File: src/hw/rtl/cipc_pkg.sv
// Package for the case-insensitive pattern counter.
// Holds the payload structs, queue status, register indexes and byte folding.
// No dependencies; every RTL file of the block uses it by scoped names.
package cipc_pkg;

  localparam int CFG_IDX_W   = 2;
  localparam int CFG_DATA_W  = 64;
  localparam int PAT_LEN_W   = 5;
  localparam int PAT_BYTES   = 16;
  localparam int COUNT_W     = 32;
  localparam int QUEUE_DEPTH = 2;

  localparam logic [CFG_IDX_W-1:0] REG_PATTERN_LOW  = 2'd0;
  localparam logic [CFG_IDX_W-1:0] REG_PATTERN_HIGH = 2'd1;
  localparam logic [CFG_IDX_W-1:0] REG_PATTERN_LEN  = 2'd2;

  localparam logic [COUNT_W-1:0] COUNT_MAX = '1;

  typedef struct packed {
    logic [7:0] char_code;
    logic       end_of_line;
  } in_req_t;

  typedef struct packed {
    logic [7:0]         lowered_char;
    logic               match_end;
    logic               line_had_match;
    logic [COUNT_W-1:0] total_matches;
    logic [COUNT_W-1:0] matching_lines;
  } out_req_t;

  // Classified item passed from the front end to the back end
  typedef struct packed {
    logic [7:0] lowered;
    logic       eol;
  } item_t;

  typedef struct packed {
    logic full;
    logic empty;
  } qstat_t;

  function automatic logic [7:0] fold_byte(input logic [7:0] c);
    logic [7:0] r;
    r = c;
    if (c >= 8'h41 && c <= 8'h5A) begin
      r = c + 8'h20;
    end
    return r;
  endfunction

endpackage

File: src/hw/rtl/cipc_front.sv
// Front end of the case-insensitive pattern counter: accepts requests,
// folds the byte and classifies the item, then pushes it into the queue.
// Depends on cipc_pkg.
module cipc_front (
  input  logic             clk,
  input  logic             rst,
  input  logic             in_valid,
  output logic             in_stall,
  input  cipc_pkg::in_req_t in_data,
  input  cipc_pkg::qstat_t qstat,
  output logic             push,
  output cipc_pkg::item_t  push_item
);

  logic            fr_valid;
  cipc_pkg::item_t fr_item;

  assign push      = fr_valid && !qstat.full;
  assign in_stall  = fr_valid && qstat.full;
  assign push_item = fr_item;

  always_ff @(posedge clk) begin
    if (rst) begin
      fr_valid <= 1'b0;
    end else if (in_valid && !in_stall) begin
      fr_valid <= 1'b1;
    end else if (push) begin
      fr_valid <= 1'b0;
    end
  end

  // End of line carries no character: send zero in its place
  always_ff @(posedge clk) begin
    if (in_valid && !in_stall) begin
      fr_item.eol     <= in_data.end_of_line;
      fr_item.lowered <= in_data.end_of_line ? 8'h00
                                             : cipc_pkg::fold_byte(in_data.char_code);
    end
  end

endmodule

File: src/hw/rtl/cipc_queue.sv
// Two-entry queue between the front and back ends of the pattern counter.
// Registered storage, head read at the read pointer. Depends on cipc_pkg.
module cipc_queue (
  input  logic             clk,
  input  logic             rst,
  input  logic             push,
  input  cipc_pkg::item_t  push_item,
  input  logic             pop,
  output cipc_pkg::item_t  head_item,
  output cipc_pkg::qstat_t qstat
);

  localparam int PTR_W = $clog2(cipc_pkg::QUEUE_DEPTH);
  localparam int CNT_W = $clog2(cipc_pkg::QUEUE_DEPTH + 1);

  cipc_pkg::item_t  mem [cipc_pkg::QUEUE_DEPTH];
  logic [PTR_W-1:0] wr_ptr;
  logic [PTR_W-1:0] rd_ptr;
  logic [CNT_W-1:0] count;

  assign head_item   = mem[rd_ptr];
  assign qstat.full  = (count == CNT_W'(cipc_pkg::QUEUE_DEPTH));
  assign qstat.empty = (count == '0);

  always_ff @(posedge clk) begin
    if (push) begin
      mem[wr_ptr] <= push_item;
    end
  end

  always_ff @(posedge clk) begin
    if (rst) begin
      wr_ptr <= '0;
      rd_ptr <= '0;
      count  <= '0;
    end else begin
      if (push) begin
        wr_ptr <= (wr_ptr == PTR_W'(cipc_pkg::QUEUE_DEPTH - 1)) ? '0 : wr_ptr + PTR_W'(1);
      end
      if (pop) begin
        rd_ptr <= (rd_ptr == PTR_W'(cipc_pkg::QUEUE_DEPTH - 1)) ? '0 : rd_ptr + PTR_W'(1);
      end
      unique case ({push, pop})
        2'b10:   count <= count + CNT_W'(1);
        2'b01:   count <= count - CNT_W'(1);
        default: count <= count;
      endcase
    end
  end

endmodule

File: src/hw/rtl/cipc_back.sv
// Back end of the pattern counter: character window, parallel compare with
// the folded pattern, fill count, saturating counters and the output register.
// Depends on cipc_pkg.
module cipc_back #(
  parameter int MAX_PATTERN = 16
) (
  input  logic                               clk,
  input  logic                               rst,
  input  logic [cipc_pkg::CFG_DATA_W-1:0]    pattern_low,
  input  logic [cipc_pkg::CFG_DATA_W-1:0]    pattern_high,
  input  logic [cipc_pkg::PAT_LEN_W-1:0]     pattern_length,
  input  cipc_pkg::item_t                    head_item,
  input  cipc_pkg::qstat_t                   qstat,
  output logic                               pop,
  output logic                               out_valid,
  input  logic                               out_stall,
  output cipc_pkg::out_req_t                 out_data
);

  localparam int FILL_W = $clog2(MAX_PATTERN + 1);
  localparam int LW     = cipc_pkg::PAT_LEN_W;
  localparam int CW     = cipc_pkg::COUNT_W;

  logic [7:0]        window [MAX_PATTERN];
  logic [FILL_W-1:0] fill;
  logic              line_matched;
  logic [CW-1:0]     match_count;
  logic [CW-1:0]     line_count;

  logic [7:0]        window_next [MAX_PATTERN];
  logic [7:0]        pat_fold [cipc_pkg::PAT_BYTES];
  logic [127:0]      pat_all;
  logic [LW-1:0]     len;
  logic [LW-1:0]     pidx;
  logic [FILL_W-1:0] fill_inc;
  logic              all_eq;
  logic              hit;
  logic              line_hit;
  logic [CW-1:0]     match_count_next;
  logic [CW-1:0]     line_count_next;

  assign pop = !qstat.empty && (!out_valid || !out_stall);

  always_comb begin
    pat_all = {pattern_high, pattern_low};
    for (int k = 0; k < cipc_pkg::PAT_BYTES; k++) begin
      pat_fold[k] = cipc_pkg::fold_byte(pat_all[8*k +: 8]);
    end
    len = (pattern_length > LW'(MAX_PATTERN)) ? LW'(MAX_PATTERN) : pattern_length;

    // Shift the new byte in at the newest end
    window_next[0] = head_item.lowered;
    for (int j = 1; j < MAX_PATTERN; j++) begin
      window_next[j] = window[j-1];
    end
    fill_inc = (fill < FILL_W'(MAX_PATTERN)) ? fill + FILL_W'(1) : fill;

    // Window slot j holds the byte that must equal pattern byte len-1-j
    all_eq = 1'b1;
    pidx   = '0;
    for (int j = 0; j < MAX_PATTERN; j++) begin
      pidx = len - LW'(1) - LW'(j);
      if (LW'(j) < len && window_next[j] != pat_fold[pidx[3:0]]) begin
        all_eq = 1'b0;
      end
    end
    hit = !head_item.eol && (len != '0) && ((LW + 1)'(fill_inc) >= (LW + 1)'(len)) && all_eq;
    line_hit = head_item.eol && line_matched;

    match_count_next = (hit && match_count != cipc_pkg::COUNT_MAX)
                       ? match_count + CW'(1) : match_count;
    line_count_next  = (line_hit && line_count != cipc_pkg::COUNT_MAX)
                       ? line_count + CW'(1) : line_count;
  end

  always_ff @(posedge clk) begin
    if (rst) begin
      out_valid    <= 1'b0;
      fill         <= '0;
      line_matched <= 1'b0;
      match_count  <= '0;
      line_count   <= '0;
      for (int j = 0; j < MAX_PATTERN; j++) begin
        window[j] <= 8'h00;
      end
    end else if (pop) begin
      out_valid   <= 1'b1;
      match_count <= match_count_next;
      line_count  <= line_count_next;
      if (head_item.eol) begin
        fill         <= '0;
        line_matched <= 1'b0;
      end else begin
        window <= window_next;
        fill   <= hit ? '0 : fill_inc;
        if (hit) begin
          line_matched <= 1'b1;
        end
      end
    end else if (!out_stall) begin
      out_valid <= 1'b0;
    end
  end

  always_ff @(posedge clk) begin
    if (pop) begin
      out_data.lowered_char   <= head_item.lowered;
      out_data.match_end      <= hit;
      out_data.line_had_match <= line_hit;
      out_data.total_matches  <= match_count_next;
      out_data.matching_lines <= line_count_next;
    end
  end

endmodule

File: src/hw/rtl/case_insensitive_pattern_counter.sv
// Top level of the case-insensitive pattern counter: configuration registers,
// front end, queue and back end. Depends on cipc_pkg, cipc_front, cipc_queue
// and cipc_back.
//
//   channel  direction  handshake            payload
//   in       sink       in_valid / in_stall   cipc_pkg::in_req_t  (char, end of line)
//   out      source     out_valid / out_stall cipc_pkg::out_req_t (folded char, flags, counts)
//   cfg      sink       cfg_write             cfg_index, cfg_data
//
// One item per cycle sustained while out_stall stays low; the window compare
// over all pattern bytes is combinational in the back end.
// An accepted item passes the front register, a queue entry and the output register.
// Synchronous reset clears handshake state, window, counters and sets the
// pattern length to one.
// A stalled output fills the two-entry queue, then the front register, then
// raises in_stall.
module case_insensitive_pattern_counter #(
  parameter int MAX_PATTERN = 16
) (
  input  logic                            clk,
  input  logic                            rst,
  input  logic                            in_valid,
  output logic                            in_stall,
  input  cipc_pkg::in_req_t               in_data,
  output logic                            out_valid,
  input  logic                            out_stall,
  output cipc_pkg::out_req_t              out_data,
  input  logic                            cfg_write,
  input  logic [cipc_pkg::CFG_IDX_W-1:0]  cfg_index,
  input  logic [cipc_pkg::CFG_DATA_W-1:0] cfg_data
);

  logic [cipc_pkg::CFG_DATA_W-1:0] pattern_low;
  logic [cipc_pkg::CFG_DATA_W-1:0] pattern_high;
  logic [cipc_pkg::PAT_LEN_W-1:0]  pattern_length;

  logic             push;
  logic             pop;
  cipc_pkg::item_t  push_item;
  cipc_pkg::item_t  head_item;
  cipc_pkg::qstat_t qstat;

  always_ff @(posedge clk) begin
    if (rst) begin
      pattern_low    <= '0;
      pattern_high   <= '0;
      pattern_length <= cipc_pkg::PAT_LEN_W'(1);
    end else if (cfg_write) begin
      unique case (cfg_index)
        cipc_pkg::REG_PATTERN_LOW:  pattern_low    <= cfg_data;
        cipc_pkg::REG_PATTERN_HIGH: pattern_high   <= cfg_data;
        cipc_pkg::REG_PATTERN_LEN:  pattern_length <= cfg_data[cipc_pkg::PAT_LEN_W-1:0];
        default: ; // drop writes beyond the register list
      endcase
    end
  end

  cipc_front u_front (
    .clk       (clk),
    .rst       (rst),
    .in_valid  (in_valid),
    .in_stall  (in_stall),
    .in_data   (in_data),
    .qstat     (qstat),
    .push      (push),
    .push_item (push_item)
  );

  cipc_queue u_queue (
    .clk       (clk),
    .rst       (rst),
    .push      (push),
    .push_item (push_item),
    .pop       (pop),
    .head_item (head_item),
    .qstat     (qstat)
  );

  cipc_back #(
    .MAX_PATTERN (MAX_PATTERN)
  ) u_back (
    .clk            (clk),
    .rst            (rst),
    .pattern_low    (pattern_low),
    .pattern_high   (pattern_high),
    .pattern_length (pattern_length),
    .head_item      (head_item),
    .qstat          (qstat),
    .pop            (pop),
    .out_valid      (out_valid),
    .out_stall      (out_stall),
    .out_data       (out_data)
  );

endmodule

File: config.mk
export PLATFORM = sky130hd
export DESIGN_NAME = case_insensitive_pattern_counter
export DESIGN_NICKNAME = d
export VERILOG_FILES = /design/src/hw/rtl/cipc_pkg.sv /design/src/hw/rtl/cipc_front.sv /design/src/hw/rtl/cipc_queue.sv /design/src/hw/rtl/cipc_back.sv /design/src/hw/rtl/case_insensitive_pattern_counter.sv
export SDC_FILE = /design/constraint.sdc
export NUM_CORES = 1
export LEC_CHECK = 0
export BUFFER_PORTS_ARGS = -buffer_cell sky130_fd_sc_hd__buf_4
export CAP_MARGIN = 20
export CORE_UTILIZATION = 40
export DETAILED_ROUTE_END_ITERATION = 12
export GPL_TIMING_DRIVEN = 0
export PLACE_DENSITY_LB_ADDON = 0.05
export SLEW_MARGIN = 20
export SYNTH_ARGS = -nofsm -noshare
export SYNTH_HDL_FRONTEND = slang
export SYNTH_SLANG_ARGS = --single-unit
File: constraint.sdc
create_clock -name clk -period 10 [get_ports clk]
set_clock_uncertainty 0.1 [all_clocks]
set_input_delay 0.5 -clock clk [delete_from_list [all_inputs] [get_ports clk]]
set_output_delay 0.5 -clock clk [all_outputs]
set_load 0.005 [all_outputs]
== After elaboration in Yosys (flattened, before gate mapping) ==
Memory sizes are Yosys's and may differ from the RTL's. A register that Yosys moved wholly into a read port is not among the register bits.
Cells that the tools add are included.

* Bits in registers: 412
* RAM bits: 18
* Output and inout port bits: 76
* Logic and storage cells: 346
* Memories: 1

{| class="wikitable"
|+ Memory list
! name !! words !! bits a word !! rd ports !! clocked after Yosys merged registers in !! write ports !! line !! source
|-
| u_queue.mem || 2 || 9 || 1 || 1 || 1 || cipc_queue.sv:16 || <nowiki>cipc_pkg::item_t mem [cipc_pkg::QUEUE_DEPTH];</nowiki>
|}

* Add/sub/neg operators: 40
* Magnitude comparators: 69
* Eq/ne operators: 24
* Muxes and demuxes: 100
* Bitwise operators: 17
* Reduce and logical (&&, ||, !) cells: 61

{| class="wikitable"
|+ Operators by type and width
! cell !! number
|-
| $bmux W8 S4 || 16
|-
| $mux W8 || 49
|-
| $add A8 B6 Y8 const B || 17
|-
| $ge A8 B7 Y1 const B || 17
|-
| $le A8 B7 Y1 const B || 17
|-
| $ne A8 B8 Y1 || 16
|-
| $ge A5 B5 Y1 const B || 16
|-
| $not A4 Y5 || 16
|-
| $add A32 B1 Y32 const B || 2
|-
| $mux W32 || 2
|-
| $ne A32 B32 Y1 const B || 2
|-
| $logic_and A1 B1 Y1 || 43
|-
| $lt A4 B5 Y1 const A || 8
|-
| $sub A4 B4 Y4 const B || 8
|-
| $mux W1 || 28
|-
| $lt A3 B5 Y1 const A || 4
|-
| $mux W5 || 4
|-
| $sub A4 B3 Y4 const B || 4
|-
| $lt A1 B5 Y1 const A || 2
|-
| $lt A2 B5 Y1 const A || 2
|-
| $reduce_and A2 Y1 || 5
|-
| $sub A4 B1 Y4 const B || 2
|-
| $sub A4 B2 Y4 const B || 2
|-
| $eq A2 B2 Y1 const B || 3
|-
| 16 further kinds || 26
|}

== Depth between registers and ports, before layout ==
Gate-level depths: netlist (run 1).

* Word-level depth: 28
* Depth in mapped cells: 30
* Depth with buffers taken out: 18

== By module ==
Synthesis (run 1) repeated with hierarchy kept, for this count alone.

* Cell total of the unflattened synthesis: 3041
* Area total of the unflattened synthesis: 29052.9 um^2

{| class="wikitable"
|+ By module, submodules not included
! module !! instances !! cells an instance !! area each (um^2) !! sequential area each (um^2)
|-
| cipc_back || 1 || 2452 || 22318.9 || 6045.8
|-
| case_insensitive_pattern_counter || 1 || 505 || 5437.7 || 2662.6
|-
| cipc_queue || 1 || 50 || 852.1 || 640.6
|-
| cipc_front || 1 || 34 || 444.2 || 290.3
|}

== Worst setup path before layout (run 1) ==
Ideal clock, no wire load.

* Kind: flip-flop to flip-flop
* Start: register pattern_length[4] in the netlist's numbering
* End: register u_back.match_count[0]
* Setup time: 0.121 ns
* Data arrival time: 6.595 ns
* Path slack: 3.184 ns
* Stages on the path, launching flop included: 30
* Buffers on the path: 12
* Period minus slack after synthesis: 6.816 ns
* Cell sequence: dfxtp_1 nand2b_1 buf_4 inv_2 buf_6 buf_4 buf_4 buf_4 buf_2 buf_1 ha_1 buf_2 inv_2 buf_1 clkbuf_1 ha_1 a21boi_0 xnor2_1 buf_2 mux2i_1 xnor2_1 nand3_1 a2111oi_0 o21ai_0 o31ai_1 o2111a_1 nand4_2 buf_2 nor3_1 mux2_2

* Cells in the longest elaborated chain, start to end: 28
* Elaborated cells between the ends (all ways): 153
* Classes of those cells: add/sub: 16; order compare: 18; eq/ne: 16; mux: 66; bitwise: 16; reduce/logical: 21

{| class="wikitable"
|+ RTL lines
! item !! line !! source
|-
| start: declaration || case_insensitive_pattern_counter.sv:35 || <nowiki>logic [cipc_pkg::PAT_LEN_W-1:0] pattern_length;</nowiki>
|-
| start signal: assignment || case_insensitive_pattern_counter.sv:47 || <nowiki>pattern_length <= cipc_pkg::PAT_LEN_W'(1);</nowiki>
|-
| start signal: assignment || case_insensitive_pattern_counter.sv:52 || <nowiki>cipc_pkg::REG_PATTERN_LEN: pattern_length <= cfg_data[cipc_pkg::PAT_LEN_W-1:0];</nowiki>
|-
| $gt A5 B5 Y1 || cipc_back.sv:49 || <nowiki>len = (pattern_length > LW'(MAX_PATTERN)) ? LW'(MAX_PATTERN) : pattern_length;</nowiki>
|-
| $mux W5 (*) || cipc_back.sv:49 ||
|-
| $sub A4 B1 Y4 || cipc_back.sv:62 || <nowiki>pidx = len - LW'(1) - LW'(j);</nowiki>
|-
| $sub A4 B1 Y4 / $not A4 Y5 (equally long branches) || cipc_back.sv:62, cipc_back.sv:63 ||
|-
| $not A4 Y5 (implied by the code) / $bmux W8 S4 (equally long branches) || cipc_back.sv:63 || <nowiki>if (LW'(j) < len && window_next[j] != pat_fold[pidx[3:0]]) begin</nowiki>
|-
| $bmux W8 S4 / $mux W8 (equally long branches) || cipc_back.sv:63 ||
|-
| $mux W8 (implied by the code) || cipc_back.sv:63 ||
|-
| $mux W8 (implied by the code) / $ne A8 B8 Y1 (equally long branches) || cipc_back.sv:63 ||
|-
| $ne A8 B8 Y1 / $logic_and A1 B1 Y1 (equally long branches) || cipc_back.sv:63 ||
|-
| $logic_and A1 B1 Y1 / $mux W1 (equally long branches) || cipc_back.sv:63 ||
|-
| $mux W1 (15 in a row) || cipc_back.sv:63 ||
|-
| $logic_and A1 B1 Y1 (*) || cipc_back.sv:67 || <nowiki>hit = !head_item.eol && (len != '0) && ((LW + 1)'(fill_inc) >= (LW + 1)'(len)) && all_eq;</nowiki>
|-
| $logic_and A1 B1 Y1 (*) || cipc_back.sv:70 || <nowiki>match_count_next = (hit && match_count != cipc_pkg::COUNT_MAX)</nowiki>
|-
| $mux W32 (*) || cipc_back.sv:71 || <nowiki>? match_count + CW'(1) : match_count;</nowiki>
|-
| end signal: assignment || cipc_back.sv:88 || <nowiki>match_count <= match_count_next;</nowiki>
|-
| end: declaration || cipc_back.sv:27 || <nowiki>logic [CW-1:0] match_count;</nowiki>
|}

Every way passes the cells marked *; elsewhere a longest branch is shown, timed or not. The select of a mux whose other input is x is not followed.
A chain may end at the register's enable or synchronous reset.

== Final worst setup path (run 1) ==
* Start: register pattern_length[4] in the netlist's numbering
* End: register u_back.match_count[9]

The elaborated chain is that of the path after synthesis.

==> results.sh, run 1 <==
export IMPL_multi_input_area_sq_um=18500
export IMPL_synthAdderAreaFrac_pct=1.42
export IMPL_die_area_sq_um=74000
export IMPL_wl_per_cell_um=33.0
export IMPL_max_freq_mhz=97.3
export IMPL_drive_above_1_share_pct=14.2
export IMPL_overflow=0
export IMPL_nets=3716
export IMPL_start_util_pct=40.6
export IMPL_rsz0062_at_grt="false"
export IMPL_startpoint_type="register"
export IMPL_fin_crit_ns=10.28
export IMPL_drv_cap=0
export IMPL_crit_type="register to register"
export IMPL_place_hpwl_um=123000
export IMPL_cts_made_buffers=48
export IMPL_drtPass1Iterations=6
export IMPL_wl_um=151000
export IMPL_grt_max_degree=47
export IMPL_synth_xor_area_share_pct=7.44
export IMPL_io_pins=156
export IMPL_synthMuxAreaShare_pct=15.9
export IMPL_ys_seq_area_share_pct=33.0
export IMPL_finalSetupViolations=56
export IMPL_crit_family="buffers and inverters"
export IMPL_syn_avg_cell_area_sq_um=8.60
export IMPL_fill_cells=7034
export IMPL_critPathCaptureType="register"
export IMPL_clkTransAtPathRegs_ns=0.07
export IMPL_final_hold_viol_count=0
export IMPL_ys_types=90
export IMPL_seq_power_share_pct=35.6
export IMPL_drcViolationCount=0
export IMPL_path_buf_inv=6
export IMPL_worst_pin_slew_ns=1.35
export IMPL_fin_tns_setup_ns=-5.70
export IMPL_ys_seq_elements=431
export IMPL_crit_arrival_ns=10.73
export IMPL_syn_instance_count=3393
export IMPL_synth_edff_count=101
export IMPL_first_global_vias=27500
export IMPL_ir_drop_mv=0.208
export IMPL_die_h_um=272
export IMPL_synth_async_sr_flop_share_pct=0
export IMPL_setup_ws_ns=-0.277
export IMPL_synthSimpleGateAreaFrac_pct=19.7
export IMPL_clock_sinks=431
export IMPL_ant_nets=0
export IMPL_power_density_nw_per_um2=175
export IMPL_clockBufferDepth=3
export IMPL_crit_path_frequent_cell="clkbuf_2"
export IMPL_syn_to_final_growth_pct=14.0
export IMPL_yosys_warnings=0
export IMPL_slew_violations=0
export IMPL_synth_compound_area_share_pct=18.5
export IMPL_synth_top_family_by_area="simple AND/OR/NAND/NOR gates"
export IMPL_fin_util_pct=46.3
export IMPL_gp_congestion=1.14
export IMPL_relSlewSlack_pct=9.19
export IMPL_drt_initial_drc_count=3674
export IMPL_worst_hold_path_type="input port to register"
export IMPL_outcome="complete, but fails checks"
export IMPL_grtUsageTotal_pct=40.0
export IMPL_layout_commonest_cell="nand2_1"
export IMPL_fp_row_count=98
export IMPL_cts_root_buffer="clkbuf_16"
export IMPL_crit_slowest_cell="nor4_2"
export IMPL_swShare_pct=38.4
export IMPL_mostFrequentLayoutCells="598 x nand2_1, 366 x a21oi_1, 330 x dfxtp_1"
export IMPL_synthesis_area_sq_um=29200
export IMPL_port_buffers=154
export IMPL_cp_cell_sequence="clkbuf_2, nor2b_1, buf_2, clkinv_2, clkbuf_2, ha_1, xnor2_4, clkbuf_2, ha_1, nand2b_1, clkbuf_1, a211oi_1, nor4_2, mux2i_1, xor2_1, o2111ai_1, a211oi_1, o211ai_1, a2111oi_0, and4bb_1, nand4_1, or4b_1, a21oi_1"
export IMPL_p_leak_nw=12.1
export IMPL_cp_max_fo=21
export IMPL_grt_pass1_wl_um=209000
export IMPL_fin_crit_sh_pct=103
export IMPL_num_vias=29500
export IMPL_max_stage_delay_ns=0.90
export IMPL_syn_nets=3506
export IMPL_combPwrFrac_pct=34.6
export IMPL_required_ns=10.45
export IMPL_p_switching_w=0.00224
export IMPL_grt_antenna_before_repair=3
export IMPL_synthFlopType="dfxtp_1"
export IMPL_area_sequential_sq_um=9640
export IMPL_detail_route_vias_per_cell=6.43
export IMPL_cts_tree="done"
export IMPL_p_int_w=0.00359
export IMPL_p_clk_share_pct=29.7
export IMPL_clock_latency_ns=0.64
export IMPL_htreeDepth=2
export IMPL_violations="negative setup slack"
export IMPL_coreArea_sq_um=71900
export IMPL_die_x_um=272
==> what timing repair did <==
action,CTS,global route
endpoints found under the hold margin,5,0
resized for setup,18,3
hold buffers,5,0
setup endpoints to repair,71,43
setup buffers,0,0
==> power groups by stage <==
stage | clock network, W | logic, W | registers (W)
2_1_floorplan | 0 | 0.00110 | 0.00210
3_3_place_gp | 0 | 0.00191 | 0.00213
3_5_place_dp | 0 | 0.00194 | 0.00211
4_1_cts | 0.00177 | 0.00195 | 0.00208
5_1_grt | 0.00183 | 0.00209 | 0.00209
6_report | 0.00174 | 0.00202 | 0.00208
==> worst paths after layout <==
| kind | to | cells after the start | from | slack (ns) |
|---|---|---|---|---|
| setup reg to reg | u_back.match_count[9] | 23 | pattern_length[4] | -0.28 |
| setup / recovery | u_back.match_count[9] | 23 | pattern_length[4] | -0.28 |
| hold / removal | pattern_high[62] | 3 | cfg_data[62] | 0.02 |
| hold reg to reg | u_queue.mem[1][7] | 0 | u_front.push_item[7] | 0.36 |
==> kinds of logic (layout without fill, tap and decap cells) <==
logic type      count (synthesis)  count (layout)
other cells                     0               1
mux                           330             330
buf+inv                       269             513
compound gates                842             842
fa+ha+maj                      33              33
xor+xnor                      238             238
flops                         431             431
simple gates                 1250            1250
==> per-stage QoR <==
| stage | area (sq um) | total power [W] | hold WS (ns) | setup slack [ns] | instances |
|---|---|---|---|---|---|
| final | 33300 | 0.00584 | 0.0188 | -0.277 | 4588 |
| after global placement | 31500 | 0.00404 | 0.327 | -2.34 | 4497 |
| after detailed placement | 31600 | 0.00405 | 0.343 | -1.78 | 4501 |
| after floorplan | 29200 | 0.00319 | 0.321 | 3.18 | 3393 |
| after CTS | 33200 | 0.00580 | 0.00189 | 0.0941 | 4588 |
| after global routing | 33300 | 0.00601 | 0.0206 | 0.0403 | 4587 |
==> Yosys cell counts (all sizes together) (11+ instances only) <==
library cell / n / area, sq um
a22oi: 19 / 143
edfxtp: 101 / 3030
nor2: 226 / 848
a221oi: 11 / 96.3
inv: 34 / 128
o41ai: 11 / 104
nor4: 33 / 206
or2: 20 / 125
mux2i: 184 / 1840
nand2: 598 / 2240
o22ai: 24 / 150
or4: 17 / 128
mux2: 43 / 484
a211oi: 53 / 403
xnor2: 133 / 1250
and3: 23 / 144
nor3: 60 / 300
nand2b: 20 / 125
buf: 77 / 423
a22o: 11 / 96.3
nor2b: 29 / 181
or3: 33 / 206
nand3: 90 / 450
o211ai: 54 / 405
nand4: 27 / 175
ha: 33 / 413
xor2: 105 / 920
clkbuf: 157 / 591
o31ai: 15 / 113
a21oi: 366 / 1830
dfxtp: 330 / 6610
o21ai: 92 / 460
a31oi: 18 / 119
a21o: 15 / 113
and3b: 33 / 289
o21a: 14 / 105
and2: 15 / 93.8
mux4: 103 / 2320
o221ai: 15 / 131
==> metal layers <==
layer / GRT usage (%) / vias up / part of all wire, %
li1: - / 12900 / -
met1: 48.9 / 14400 / 38
met2: 61.9 / 1777 / 43
met3: 9.16 / 473 / 9.5
met4: 28.9 / 2 / 8.7
met5: 0 / - / 0.0086
==> flip-flops by register name (all words and copies together), names as in the netlist, named ones only <==
signal,flops
u_back.window,120
u_back.match_count,32
u_queue.count,2
pattern_low,64
u_back.fill,5
u_back.out_data,74
u_back.out_valid,1
u_back.line_count,32
u_queue.mem,18
u_front.push_item,9
u_queue.rd_ptr,1
u_back.line_matched,1
u_front.fr_valid,1
u_queue.wr_ptr,1
pattern_high,64
pattern_length,5
==> worst register-to-register path, delay by kind of cell, from the launching register on <==
kind,cells,cell delay [ns]
AOI/OAI and AO/OA,6,1.50
xor gates and xnor gates,2,0.75
adders and majority gates,2,1.03
buffers and inverters,6,3.31
DFF,1,0.41
muxes,1,0.20
and+or+nand+nor,6,2.88
==> area by class of cell <==
cell class / count / share of cell area, %
Clock inverter: 14 / 0.527
Tap cell: 950 / 3.57
Inverter: 35 / 0.399
Multi-Input combinational cell: 2693 / 55.6
Buffer: 230 / 3.07
Timing Repair Buffer: 164 / 3.77
Sequential cell: 431 / 29.0
Clock buffer: 70 / 4.08
Antenna cell: 1 / 0.00752
Note: power is estimated with default switching activity, not from simulation.
==> inputs of run 2 (changes only) <==
--- a/config.mk
+++ b/config.mk
@@ -11,6 +11,7 @@
 export DETAILED_ROUTE_END_ITERATION = 12
 export GPL_TIMING_DRIVEN = 0
 export PLACE_DENSITY_LB_ADDON = 0.05
+export SETUP_SLACK_MARGIN = 0.4
 export SLEW_MARGIN = 20
 export SYNTH_ARGS = -nofsm -noshare
 export SYNTH_HDL_FRONTEND = slang
==> results.sh, run 2 (synthesis gave the netlist of run 1 again) <==
export IMPL_wl_met1_um=58100
export IMPL_grtUsageTotal_pct=40.2
export IMPL_startpoint_type="register"
export IMPL_rrSetupSlack_ns=0.34
export IMPL_place_hpwl_um=123000
export IMPL_crit_slowest_cell="nor4_2"
export IMPL_worst_r2r_endpoint="u_back.match_count[9]"
export IMPL_wl_met2_um=66000
export IMPL_relSlewSlack_pct=16.1
export IMPL_slew_violations=0
export IMPL_worst_pin_slew_ns=1.24
export IMPL_max_stage_delay_ns=0.62
export IMPL_outcome="completed"
export IMPL_clock_latency_ns=0.65
export IMPL_whs_ns=0.00859
export IMPL_fin_tns_setup_ns=0
export IMPL_fill_cells=7029
export IMPL_clock_sinks=431
export IMPL_highest_layer="met5"
export IMPL_cp_max_fo=12
export IMPL_required_ns=10.39
export IMPL_nets=3723
export IMPL_mostFrequentLayoutCells="598 x nand2_1, 366 x a21oi_1, 330 x dfxtp_1"
export IMPL_holdPathStages=3
export IMPL_die_area_sq_um=74000
export IMPL_p_leak_nw=12.2
export IMPL_ant_nets=0
export IMPL_drv_cap=0
export IMPL_clkTransAtPathRegs_ns=0.07
export IMPL_clockBufferDepth=3
export IMPL_rsz0062_at_grt="false"
export IMPL_final_hold_viol_count=0
export IMPL_worst_hold_path_type="input port to register"
export IMPL_grt_antenna_before_repair=3
export IMPL_drcViolationCount=0
export IMPL_crit_type="register to register"
export IMPL_overflow=0
export IMPL_fp_row_count=98
export IMPL_cts_root_buffer="clkbuf_16"
export IMPL_ir_drop_mv=0.208
export IMPL_die_x_um=272
export IMPL_drtPass1Iterations=5
export IMPL_grt_max_degree=47
export IMPL_htreeDepth=2
export IMPL_cts_tree="done"
export IMPL_holdCritStartpoint="cfg_data[62]"
export IMPL_crit_arrival_ns=10.05
export IMPL_syn_to_final_growth_pct=14.4
export IMPL_port_buffers=154
export IMPL_wl_um=152000
export IMPL_ff2ff_path_depth=28
export IMPL_fin_crit_ns=9.66
export IMPL_wl_per_cell_um=33.1
export IMPL_die_h_um=272
export IMPL_finalSetupViolations=0
export IMPL_cts_made_buffers=48
export IMPL_layout_commonest_cell="nand2_1"
export IMPL_worstReg2RegStart="pattern_length[4]"
export IMPL_largest_register_ffs=120
export IMPL_fin_crit_sh_pct=96.6
export IMPL_coreArea_sq_um=71900
export IMPL_critPathCaptureType="register"
export IMPL_grt_pass1_wl_um=210000
export IMPL_regMostFlops="u_back.window"
export IMPL_max_freq_mhz=104
export IMPL_dr_wl_met3_um=14900
export IMPL_crit_path_frequent_cell="clkbuf_4"
export IMPL_num_vias=29700
export IMPL_drive_above_1_share_pct=14.5
export IMPL_power_density_nw_per_um2=176
export IMPL_detail_route_vias_per_cell=6.47
export IMPL_drt_initial_drc_count=3696
export IMPL_io_pins=156
export IMPL_gp_congestion=1.14
export IMPL_largest_registers="u_back.window x120, u_back.out_data x74"
export IMPL_first_global_vias=27500
export IMPL_start_util_pct=40.6
export IMPL_holdPathEnd="pattern_high[62]"
==> run 2: cell count changes in the layout (fill, tap and decap cells not counted), moves of 2 or more <==
cell	change
nor4_2	-3
o21ai_1	+2
clkbuf_1	-3
clkbuf_2	+2
o21ai_0	-2
nor4_4	+3
clkbuf_4	+5
buf_4	+4
==> run 2: repair_timing <==
action,CTS,global route
resized for setup,27,23
setup endpoints to repair,71,68
pin swaps,1,1
gates cloned,0,0
endpoints found under the hold margin,5,0
hold buffers,5,0
setup buffers,3,0
==> run 2: routing by layer <==
metal  up-vias  GRT usage, %
li1      12900             -
met1     14500          48.9
met2      1842          62.0
met3       486          9.86
met4         2          29.2
met5         -             0
==> run 2: critical path, delay by kind of cell, from the launching register on <==
| family | cells | cell delay (ns) |
|---|---|---|
| buffers and inverters | 11 | 3.97 |
| AO/OA/AOI/OAI | 7 | 1.75 |
| AND/OR/NAND/NOR | 5 | 1.74 |
| adder cells (fa/ha/maj) | 2 | 0.79 |
| XOR/XNOR | 2 | 0.46 |
| flip-flops | 1 | 0.41 |
| multiplexers | 1 | 0.19 |
==> run 2: metrics by stage <==
step                      setup slack (ns)  std cells  total power (W)  cell area [sq um]  util (%)
after floorplan                       3.18       3393          0.00319              29200         -
after global placement               -2.34       4497          0.00404              31500      43.9
after detailed placement             -1.78       4501          0.00405              31600      44.0
after CTS                            0.422       4593          0.00581              33300      46.4
after global routing                 0.410       4594          0.00603              33400      46.4
final                                0.342       4595          0.00586              33400      46.4
==> run 2: cell type report <==
cell class,instances,area [sq um],share of cell area [%]
Multi-Input combinational cell,2693,18500,55.5
Sequential cell,431,9640,28.9
Clock buffer,70,1360,4.07
Timing Repair Buffer,167,1280,3.83
Tap cell,950,1190,3.56
Buffer,234,1060,3.17
Clock inverter,14,175,0.525
Inverter,35,135,0.405
Antenna cell,1,2.50,0.00750
==> run 2: worst max path at each step <==
stage / from / endpoint / slack [ns] / depth (start not counted)
CTS: pattern_length[0] / u_back.match_count[23] / 0.42 / 29
global route: pattern_length[4] / u_back.match_count[9] / 0.41 / 28
detailed placement: pattern_length[4] / u_back.match_count[9] / -1.78 / 26
global placement: pattern_length[4] / u_back.match_count[2] / -2.34 / 26
finish: pattern_length[4] / u_back.match_count[9] / 0.34 / 28
floorplan: pattern_length[4] / u_back.match_count[0] / 3.18 / 29
==> run 2: power by group <==
group	total [W]	internal, W	switching (W)	leakage, nW
logic	0.00204	0.000655	0.00138	7.79
clock network	0.00174	0.000974	0.000770	0.746
registers	0.00208	0.00197	0.000108	3.65
total	0.00586	0.00360	0.00226	12.2
